File: src/rtl/core/cdq_pkg.sv
`timescale 1ns / 1ps
// Package for the circular deque core: depth, widths, command and status codes,
// the structs passed between the control and the top level, and index helpers.
// No dependencies.
package cdq_pkg;

   localparam int DEPTH = 16;
   localparam int IDX_W = (DEPTH > 1) ? $clog2(DEPTH) : 1;
   localparam int CNT_W = $clog2(DEPTH + 1);
   localparam int VAL_W = 32;

   typedef enum logic [1:0] {
      CMD_PUSH_FRONT = 2'd0,
      CMD_PUSH_BACK  = 2'd1,
      CMD_POP_FRONT  = 2'd2,
      CMD_POP_BACK   = 2'd3
   } cmd_type;

   typedef enum logic [1:0] {
      ST_OK    = 2'd0,
      ST_FULL  = 2'd1,
      ST_EMPTY = 2'd2
   } status_type;

   typedef struct packed {
      logic             wr_en;
      logic [IDX_W-1:0] wr_addr;
      logic [VAL_W-1:0] wr_data;
      logic             rd_en;
      logic [IDX_W-1:0] rd_addr;
   } mem_req_type;

   typedef struct packed {
      logic       pop_ok;
      status_type status;
      logic       is_empty;
      logic       is_full;
   } rsp_info_type;

   function automatic logic [IDX_W-1:0] idx_next(input logic [IDX_W-1:0] idx);
      logic [IDX_W-1:0] res;
      if (idx == IDX_W'(DEPTH - 1)) begin
         res = '0;
      end else begin
         res = idx + IDX_W'(1);
      end
      return res;
   endfunction

   function automatic logic [IDX_W-1:0] idx_prev(input logic [IDX_W-1:0] idx);
      logic [IDX_W-1:0] res;
      if (idx == '0) begin
         res = IDX_W'(DEPTH - 1);
      end else begin
         res = idx - IDX_W'(1);
      end
      return res;
   endfunction

endpackage

File: src/rtl/core/cdq_ram.sv
`timescale 1ns / 1ps
// Generic single-clock RAM with one write port and one registered read port.
// No dependencies.
module cdq_ram #(
   parameter int DEPTH_P = 16,
   parameter int WIDTH_P = 32
) (
   input  logic                                       clock,
   input  logic                                       wr_en,
   input  logic [((DEPTH_P > 1) ? $clog2(DEPTH_P) : 1)-1:0] wr_addr,
   input  logic [WIDTH_P-1:0]                         wr_data,
   input  logic                                       rd_en,
   input  logic [((DEPTH_P > 1) ? $clog2(DEPTH_P) : 1)-1:0] rd_addr,
   output logic [WIDTH_P-1:0]                         rd_data
);

   logic [WIDTH_P-1:0] mem [DEPTH_P];
   logic [WIDTH_P-1:0] rd_data_ff;

   always_ff @(posedge clock) begin
      if (wr_en) begin
         mem[wr_addr] <= wr_data;
      end
   end

   always_ff @(posedge clock) begin
      if (rd_en) begin
         rd_data_ff <= mem[rd_addr];
      end
   end

   assign rd_data = rd_data_ff;

endmodule

File: src/rtl/core/cdq_ctrl.sv
`timescale 1ns / 1ps
// Deque control: front and back indices, occupancy count, memory request and
// result status for each command. Depends on cdq_pkg.
module cdq_ctrl (
   input  logic                       clock,
   input  logic                       reset,
   input  logic                       accept,
   input  cdq_pkg::cmd_type           command,
   input  logic [cdq_pkg::VAL_W-1:0]  value,
   output cdq_pkg::mem_req_type       mem_req,
   output cdq_pkg::rsp_info_type      info
);
   import cdq_pkg::*;

   logic [IDX_W-1:0] head_ff, head_in;
   logic [IDX_W-1:0] tail_ff, tail_in;
   logic [CNT_W-1:0] count_ff, count_in;
   logic             is_push, empty_now, full_now;

   always_comb begin
      is_push   = (command == CMD_PUSH_FRONT) || (command == CMD_PUSH_BACK);
      empty_now = (count_ff == '0);
      full_now  = (count_ff == CNT_W'(DEPTH));
      head_in   = head_ff;
      tail_in   = tail_ff;
      count_in  = count_ff;
      mem_req   = '0;
      mem_req.wr_data = value;
      info.pop_ok = 1'b0;
      info.status = ST_OK;
      if (is_push) begin
         if (full_now) begin
            info.status = ST_FULL;
         end else begin
            if (empty_now) begin
               tail_in = head_ff;
               mem_req.wr_addr = head_ff;
            end else if (command == CMD_PUSH_FRONT) begin
               head_in = idx_prev(head_ff);
               mem_req.wr_addr = head_in;
            end else begin
               tail_in = idx_next(tail_ff);
               mem_req.wr_addr = tail_in;
            end
            count_in = count_ff + CNT_W'(1);
            mem_req.wr_en = accept;
         end
      end else begin
         if (empty_now) begin
            info.status = ST_EMPTY;
         end else begin
            info.pop_ok = 1'b1;
            count_in = count_ff - CNT_W'(1);
            mem_req.rd_en = accept;
            if (command == CMD_POP_FRONT) begin
               mem_req.rd_addr = head_ff;
               if (count_ff != CNT_W'(1)) begin
                  head_in = idx_next(head_ff);
               end
            end else begin
               mem_req.rd_addr = tail_ff;
               if (count_ff != CNT_W'(1)) begin
                  tail_in = idx_prev(tail_ff);
               end
            end
         end
      end
      info.is_empty = (count_in == '0);
      info.is_full  = (count_in == CNT_W'(DEPTH));
   end

   always_ff @(posedge clock) begin
      if (reset) begin
         head_ff  <= '0;
         tail_ff  <= '0;
         count_ff <= '0;
      end else if (accept) begin
         head_ff  <= head_in;
         tail_ff  <= tail_in;
         count_ff <= count_in;
      end
   end

endmodule

File: src/rtl/core/circular_deque_core.sv
`timescale 1ns / 1ps
// Top level of the circular deque: stream handshakes, entry RAM, control and
// the result register. Depends on cdq_pkg, cdq_ram and cdq_ctrl.
//
//   Channel   Direction  Carries
//   req_      in         tuser: command; tdata: value
//   rsp_      out        tdata: popped_value, status, is_empty, is_full
//
// For each command, the transfer cycle updates the indices and accesses the RAM,
// and the result register is then loaded from the RAM read port once it is empty
// or being read. A new command is taken while a result still waits.
// Reset clears the indices, the count and both valid flags; the RAM is not cleared.
// A stalled result holds the following command in its pending stage.
module circular_deque_core (
   input  logic        clock,
   input  logic        reset,
   input  logic        req_tvalid,
   output logic        req_tready,
   input  logic [1:0]  req_tuser,   // [1:0] command
   input  logic [31:0] req_tdata,   // [31:0] value
   output logic        rsp_tvalid,
   input  logic        rsp_tready,
   output logic [39:0] rsp_tdata    // [31:0] popped_value, [33:32] status,
                                    // [34] is_empty, [35] is_full, [39:36] zero
);
   import cdq_pkg::*;

   logic          req_xfer, load_rsp;
   mem_req_type   mem_req;
   rsp_info_type  info, pend_ff;
   logic          pend_valid_ff;
   logic          rsp_valid_ff;
   logic [39:0]   rsp_data_ff;
   logic [VAL_W-1:0] rd_data, popped;

   assign req_tready = !pend_valid_ff;
   assign req_xfer   = req_tvalid && req_tready;
   assign load_rsp   = pend_valid_ff && (!rsp_valid_ff || rsp_tready);

   cdq_ctrl u_ctrl (
      .clock   (clock),
      .reset   (reset),
      .accept  (req_xfer),
      .command (cmd_type'(req_tuser)),
      .value   (req_tdata),
      .mem_req (mem_req),
      .info    (info)
   );

   cdq_ram #(
      .DEPTH_P (DEPTH),
      .WIDTH_P (VAL_W)
   ) u_ram (
      .clock   (clock),
      .wr_en   (mem_req.wr_en),
      .wr_addr (mem_req.wr_addr),
      .wr_data (mem_req.wr_data),
      .rd_en   (mem_req.rd_en),
      .rd_addr (mem_req.rd_addr),
      .rd_data (rd_data)
   );

   always_comb begin
      if (pend_ff.pop_ok) begin
         popped = rd_data;
      end else if (pend_ff.status == ST_EMPTY) begin
         popped = '1;
      end else begin
         popped = '0;
      end
   end

   always_ff @(posedge clock) begin
      if (reset) begin
         pend_valid_ff <= 1'b0;
         rsp_valid_ff  <= 1'b0;
      end else begin
         if (req_xfer) begin
            pend_valid_ff <= 1'b1;
         end else if (load_rsp) begin
            pend_valid_ff <= 1'b0;
         end
         if (load_rsp) begin
            rsp_valid_ff <= 1'b1;
         end else if (rsp_tready) begin
            rsp_valid_ff <= 1'b0;
         end
      end
   end

   always_ff @(posedge clock) begin
      if (req_xfer) begin
         pend_ff <= info;
      end
      if (load_rsp) begin
         rsp_data_ff <= {4'b0000, pend_ff.is_full, pend_ff.is_empty,
                         pend_ff.status, popped};
      end
   end

   assign rsp_tvalid = rsp_valid_ff;
   assign rsp_tdata  = rsp_data_ff;

endmodule

File: config.mk
export PLATFORM = sky130hd
export DESIGN_NAME = circular_deque_core
export DESIGN_NICKNAME = d
export VERILOG_FILES = /design/src/rtl/core/cdq_pkg.sv /design/src/rtl/core/cdq_ram.sv /design/src/rtl/core/cdq_ctrl.sv /design/src/rtl/core/circular_deque_core.sv
export SDC_FILE = /design/constraint.sdc
export NUM_CORES = 1
export LEC_CHECK = 0
export BUFFER_PORTS_ARGS = -buffer_cell sky130_fd_sc_hd__clkbuf_2
export CORE_MARGIN = 1.5
export CORE_UTILIZATION = 45
export DETAILED_ROUTE_END_ITERATION = 6
export SYNTH_ARGS = -nofsm -noshare
export SYNTH_HDL_FRONTEND = slang
export SYNTH_SLANG_ARGS = --single-unit
File: constraint.sdc
create_clock -name clock -period 5.56 [get_ports clock]
set_input_delay 0.556 -clock clock [delete_from_list [all_inputs] [get_ports clock]]
set_output_delay 0.556 -clock clock [all_outputs]
set_load 0.005 [all_outputs]
# [Word level (Yosys, flattened, before mapping)]
# Memories as Yosys holds them, arrays and structs flattened. A register that Yosys moved wholly into a read port is not among the register bits.
# Index checks and enable logic that the tools add are counted.
# Widths: inputs -> output; s select.
[word_totals] register_bits=56 mem_bits_rw=512 output_inout_bits=42 word_cells=88 memories=1
[op_classes] addsub=6 n_eq_ne=13 n_mux=40 bitwise=1 reduce_logical=17
[memory_table] name="u_ram.mem" depth=16 width=32 rd=1 rd_clocked_by_memory_dff=1 wr=1 line="cdq_ram.sv:17" source="logic [WIDTH_P-1:0] mem [DEPTH_P];"
[ops] operator="$mux 4" count=21
[ops] operator="$mux 32" count=2
[ops] operator="$mux 5" count=7
[ops] operator="$reduce_and 6->1" count=2
[ops] operator="$eq 5x5->1 const B" count=2
[ops] operator="$logic_not 5->1" count=2
[ops] operator="$add 4x1->4 const B" count=2
[ops] operator="$eq 4x4->1 const B" count=2
[ops] operator="$logic_not 4->1" count=2
[ops] operator="$mux 1" count=8
[ops] operator="$reduce_bool 2->1" count=4
[ops] operator="$sub 4x1->4 const B" count=2
[ops] operator="$add 5x1->5 const B" count=1
[ops] operator="$ne 5x1->1 const B" count=1
[ops] operator="$sub 5x1->5 const B" count=1
[ops] operator="$eq 2x2->1 const B" count=2
[ops] operator="$mux 2" count=2
[ops] operator="$ne 2x1->1 const B" count=2
[ops] operator="$ne 2x2->1 const B" count=2
[ops] operator="$ne 3x3->1 const B" count=1
[ops] operator="$eq 2x1->1 const B" count=1
[ops] operator="$logic_and 1x1->1" count=2
[ops] operator="$logic_not 1->1" count=2
[ops] operator="$logic_not 2->1" count=1
[ops] operator="2 further kinds" count=3

# [Longest topological paths before layout]
[logic_depth] word_depth=8 mapped_depth=12 ltp_nobuf=9

# [Cells and area by module]
# Synthesis repeated with hierarchy kept, for this count alone.
[hier_totals] cells_unflattened=1165 area_unflattened_um2=23548.8
[by_module_without_submodules] module="cdq_ram" instances=1 cells_per_inst=838 area_each_um2=20155.6 seq_area_each_um2=16335.7
[by_module_without_submodules] module="cdq_ctrl" instances=1 cells_per_inst=232 area_each_um2=1729.2 seq_area_each_um2=260.2
[by_module_without_submodules] module="circular_deque_core" instances=1 cells_per_inst=95 area_each_um2=1664.1 seq_area_each_um2=1271.2

# [Least setup slack after synthesis]
# OpenSTA, ideal clock, no wires.
[synth_timing] kind="reg2reg" startpoint="register u_ctrl.count_ff[0]" endpoint="memory u_ram.mem[8][0], enable pin" t_arrival_ns=4.333 required_ns=5.092 setup_slack_ns=0.759 stages_incl_launch_ff=9 n_path_buf=1 path_cell_list="dfxtp_1 -> clkbuf_1 -> inv_1 -> ha_1 -> or3b_4 -> or3_1 -> a211oi_2 -> nand2_1 -> nor3b_1"
[synth_between] elab_chain_cells=5
[synth_lines] item="from (decl)" line="cdq_ctrl.sv:17" source="logic [CNT_W-1:0] count_ff, count_in;"
[synth_lines] item="from (signal assigned)" line="cdq_ctrl.sv:80" source="count_ff <= count_in;"
[synth_lines] item="$eq 5x5->1" line="cdq_ctrl.sv:23" source="full_now = (count_ff == CNT_W'(DEPTH));"
[synth_lines] item="$mux 5 *" line="cdq_ctrl.sv:32" source="if (full_now) begin"
[synth_lines] item="$mux 5 *" line="cdq_ctrl.sv:31" source="if (is_push) begin"
[synth_lines] item="$mux 1" line="cdq_ram.sv:21" source="if (wr_en) begin"
[synth_lines] item="$mux 1 (not written as such)" line="cdq_ram.sv:22" source="mem[wr_addr] <= wr_data;"
[synth_lines] item="to (decl)" line="cdq_ram.sv:17"
# Mark *: on every way between the ends. The rest lies on a longest branch, timed or not.

# [Final worst setup path]
[layout_timing] startpoint="register u_ctrl.count_ff[0]" endpoint="register u_ram.rd_data_ff[30] (netlist: u_ram.rd_data[30]), read port of u_ram.mem (data pin)"
[layout_between] elab_chain_cells=3
[layout_lines] item="$logic_not 5->1" line="cdq_ctrl.sv:22" source="empty_now = (count_ff == '0);"
[layout_lines] item="$mux 5" line="cdq_ctrl.sv:49" source="if (empty_now) begin"
[layout_lines] item="$mux 5" line="cdq_ctrl.sv:31"
[layout_lines] item="to (decl)" line="cdq_ram.sv:18" source="logic [WIDTH_P-1:0] rd_data_ff;"
# Every way passes these cells.
# A chain may end at the register's enable or synchronous reset.

==> impl_metrics.yaml <==
placed_design:
  gp_congestion: 0.8494
  place_inst: 2286
  port_buffers: 75
  hpwlAfterDp_mm: 32.78
critical_path:
  arrival_ps: 4320
  cp_cell_sequence: "inv_1 > ha_1 > or4b_4 > nand2_8 > inv_4 > nand2b_2 > buf_4 > a221o_1 > o22ai_1 > o22ai_1"
  max_stage_delay_ps: 610
  start_kind: "flop"
  critPathCaptureType: "flop"
  cpMaxStageDelayCell: "nand2b_2"
  required_ps: 5920
  critPathKind: "reg2reg"
  cp_common_cell: "o22ai_1"
  crit_fanout: 39
cells_and_area:
  layout_commonest_cell: "edfxtp_1"
  fillCellCount: 4272
  area_growth_pct: 13.73
  drive_gt1_frac: 0.1535
  diodes: 0
  seq_area_sq_um: 17870
  final_nets: 1707
  mostFrequentLayoutCells: "585 x edfxtp_1, 220 x nand2_1, 113 x a21oi_1, 75 x clkbuf_2, 64 x a221o_1"
  final_cell_count_no_fill: 2395
  post-route-util: 0.5181
  multiInputGateArea_sq_um: 5652
clocking:
  htreeDepth: 2
  cts_max_path_buffers: 3
  cts_made_buffers: 60
  cts_tree: "built"
  root_buffer: "clkbuf_16"
  ctsHoldBuffers: 0
  clock_sinks: 600
  post_cts_resized: 0
  insertion_delay_ps: 620
  clkTransAtPathRegs_ps: 60
  postCtsSetupRepairBufs: 0
routing:
  vias_per_cell: 5.935
  drt-total-wl_mm: 59.36
  wl_per_cell_um: 24.79
  route.vias.total: 14220
  drc_errors: 0
  drt_iter0_drc: 1374
  first_pass_iters: 5
  antenna_left: 0
timing:
  fin_crit_ps: 3962
  setup_viol: 0
  tns_ps: 0
  tightest_slew_ps: 1197
  holdWs_ps: 204.8
  hold_viol: 0
  maxSlewViolCount: 0
  fmaxAchievable_ghz: 0.2524
  slew_headroom: 0.2020
  post-route-period-util: 0.7126
  grt_setup_unrepaired: "false"
  final.setup_skew_ps: 11.89
synth:
  synth_flop_cell: "edfxtp_1"
  ys_warn_count: 0
  synth-seq-cells: 600
  ys_async_sr_fraction: 0
  post-synth-top-area-fraction: 0.7324
  avgSynthCellArea_sq_um: 15.14
  synth-edff-count: 585
  yosysUniqueCellTypes: 68
  syn_inst: 1584
  ys_seq_area_frac: 0.7449
  synth_area_sq_um: 23990
  synthTopCellsByArea: "edfxtp_1 73%, nand2_1 3.4%, a221o_1 2.7%"
  yosysTopAreaCell: "edfxtp_1"
global_route:
  grt_pass1_wl_mm: 88.67
  grt.total_usage: 0.2198
  grt_pass1_vias: 13780
  grt_max_degree: 129
  grt-ovfl-total: 0
  antenna_found_initial: 1
die:
  die_w_um: 233.9
  start_util: 0.4555
  die_area_sq_um: 54700
  dieHeight_um: 233.9
  coreArea_sq_um: 52660
  row_count: 84
  ios: 80
min_path:
  hold_path.class: "in2reg"
power:
  total_power_w: 0.01069
  powerDensity_nw_per_um2: 391.9
  power.leakage_nw: 9.262
  ir_worst_vdd_mv: 0.2524
run:
  max_cap_viol_count: 0
run_status:
  outcome: "completed"
cell type report:
type                       count  share of cell area
inverter                      16            0.002293
clock inverter                40             0.01582
clock buffer                  69             0.05784
multi-input combinational    855              0.2072
tap                          688             0.03156
sequential                   600              0.6550
timing repair buffer         127             0.03036
power by group:
group	switching [W]	internal (W)
logic	0.000937	0.000418
clock network	0.00168	0.00244
registers	0.0000786	0.00514
total	0.00269	0.00800
flip-flops by register name, summed over array words and instances (netlist names):
name	flops
u_ctrl.tail_ff	4
pend_ff	5
u_ctrl.head_ff	4
rsp_tvalid	1
u_ram.mem	512
rsp_tdata	36
u_ctrl.count_ff	5
pend_valid_ff	1
u_ram.rd_data	32
synth_stat cells (19+ instances only):
| cell | count |
|---|---|
| nor2_1 | 32 |
| o21ai_1 | 33 |
| mux2_1 | 31 |
| edfxtp_1 | 585 |
| a32oi_1 | 31 |
| a21oi_1 | 115 |
| nand2_1 | 220 |
| o22ai_1 | 38 |
| o211ai_1 | 61 |
| nor3_1 | 19 |
| a21o_1 | 36 |
| mux2i_1 | 35 |
| a221o_1 | 64 |
| buf_2 | 42 |
| a31oi_1 | 37 |
| clkbuf_1 | 52 |
stage by stage:
stage / cell area [sq um] / setup WS [ps]
4_1_cts: 27280 / 1663
3_3_place_gp: 25270 / 1817
6_report: 27280 / 1598
3_5_place_dp: 25270 / 1677
2_1_floorplan: 24000 / 759.3
5_1_grt: 27280 / 1405
metal layers:
layer,wire length (um),share of wire,GRT usage
met5,13,0.00022,0
met4,1207,0.020,0.05609
met3,3552,0.060,0.03344
met2,28710,0.48,0.3640
met1,25880,0.44,0.3050
worst max-delay path: cells and delay by family, from the launching register on:
family / cells / cell delay, ps
compound gates: 3 / 610
simple gates: 3 / 1220
flops: 1 / 550
fa+ha+maj: 1 / 280
buf+inv: 3 / 1010
cells by family (layout without fill, tap and decap cells):
family | count (synthesis) | count (layout) | synth area share
simple gates | 307 | 307 | 0.05503
fa+ha+maj | 9 | 9 | 0.004695
flops | 600 | 600 | 0.7449
compound gates | 459 | 459 | 0.1334
buf+inv | 132 | 252 | 0.02827
xor+xnor | 5 | 5 | 0.001826
mux | 71 | 71 | 0.03171
other cells | 1 | 4 | 0.0001563
path summary, 6_finish.rpt:
path	start	endpoint	slack [ps]	depth (start not counted)
worst min register to register	pend_ff[1]$_DFFE_PP_	rsp_tdata[34]$_DFFE_PP_	420	0
worst max-delay path	u_ctrl.count_ff[0]$_SDFFE_PP0P_	u_ram.rd_data[30]$_DFFE_PP_	1600	10
worst max register to register	u_ctrl.count_ff[0]$_SDFFE_PP0P_	u_ram.rd_data[30]$_DFFE_PP_	1600	10
worst min-delay path	req_tvalid	pend_valid_ff$_SDFFE_PP0P_	200	3
(Power assumes the default switching activity.)
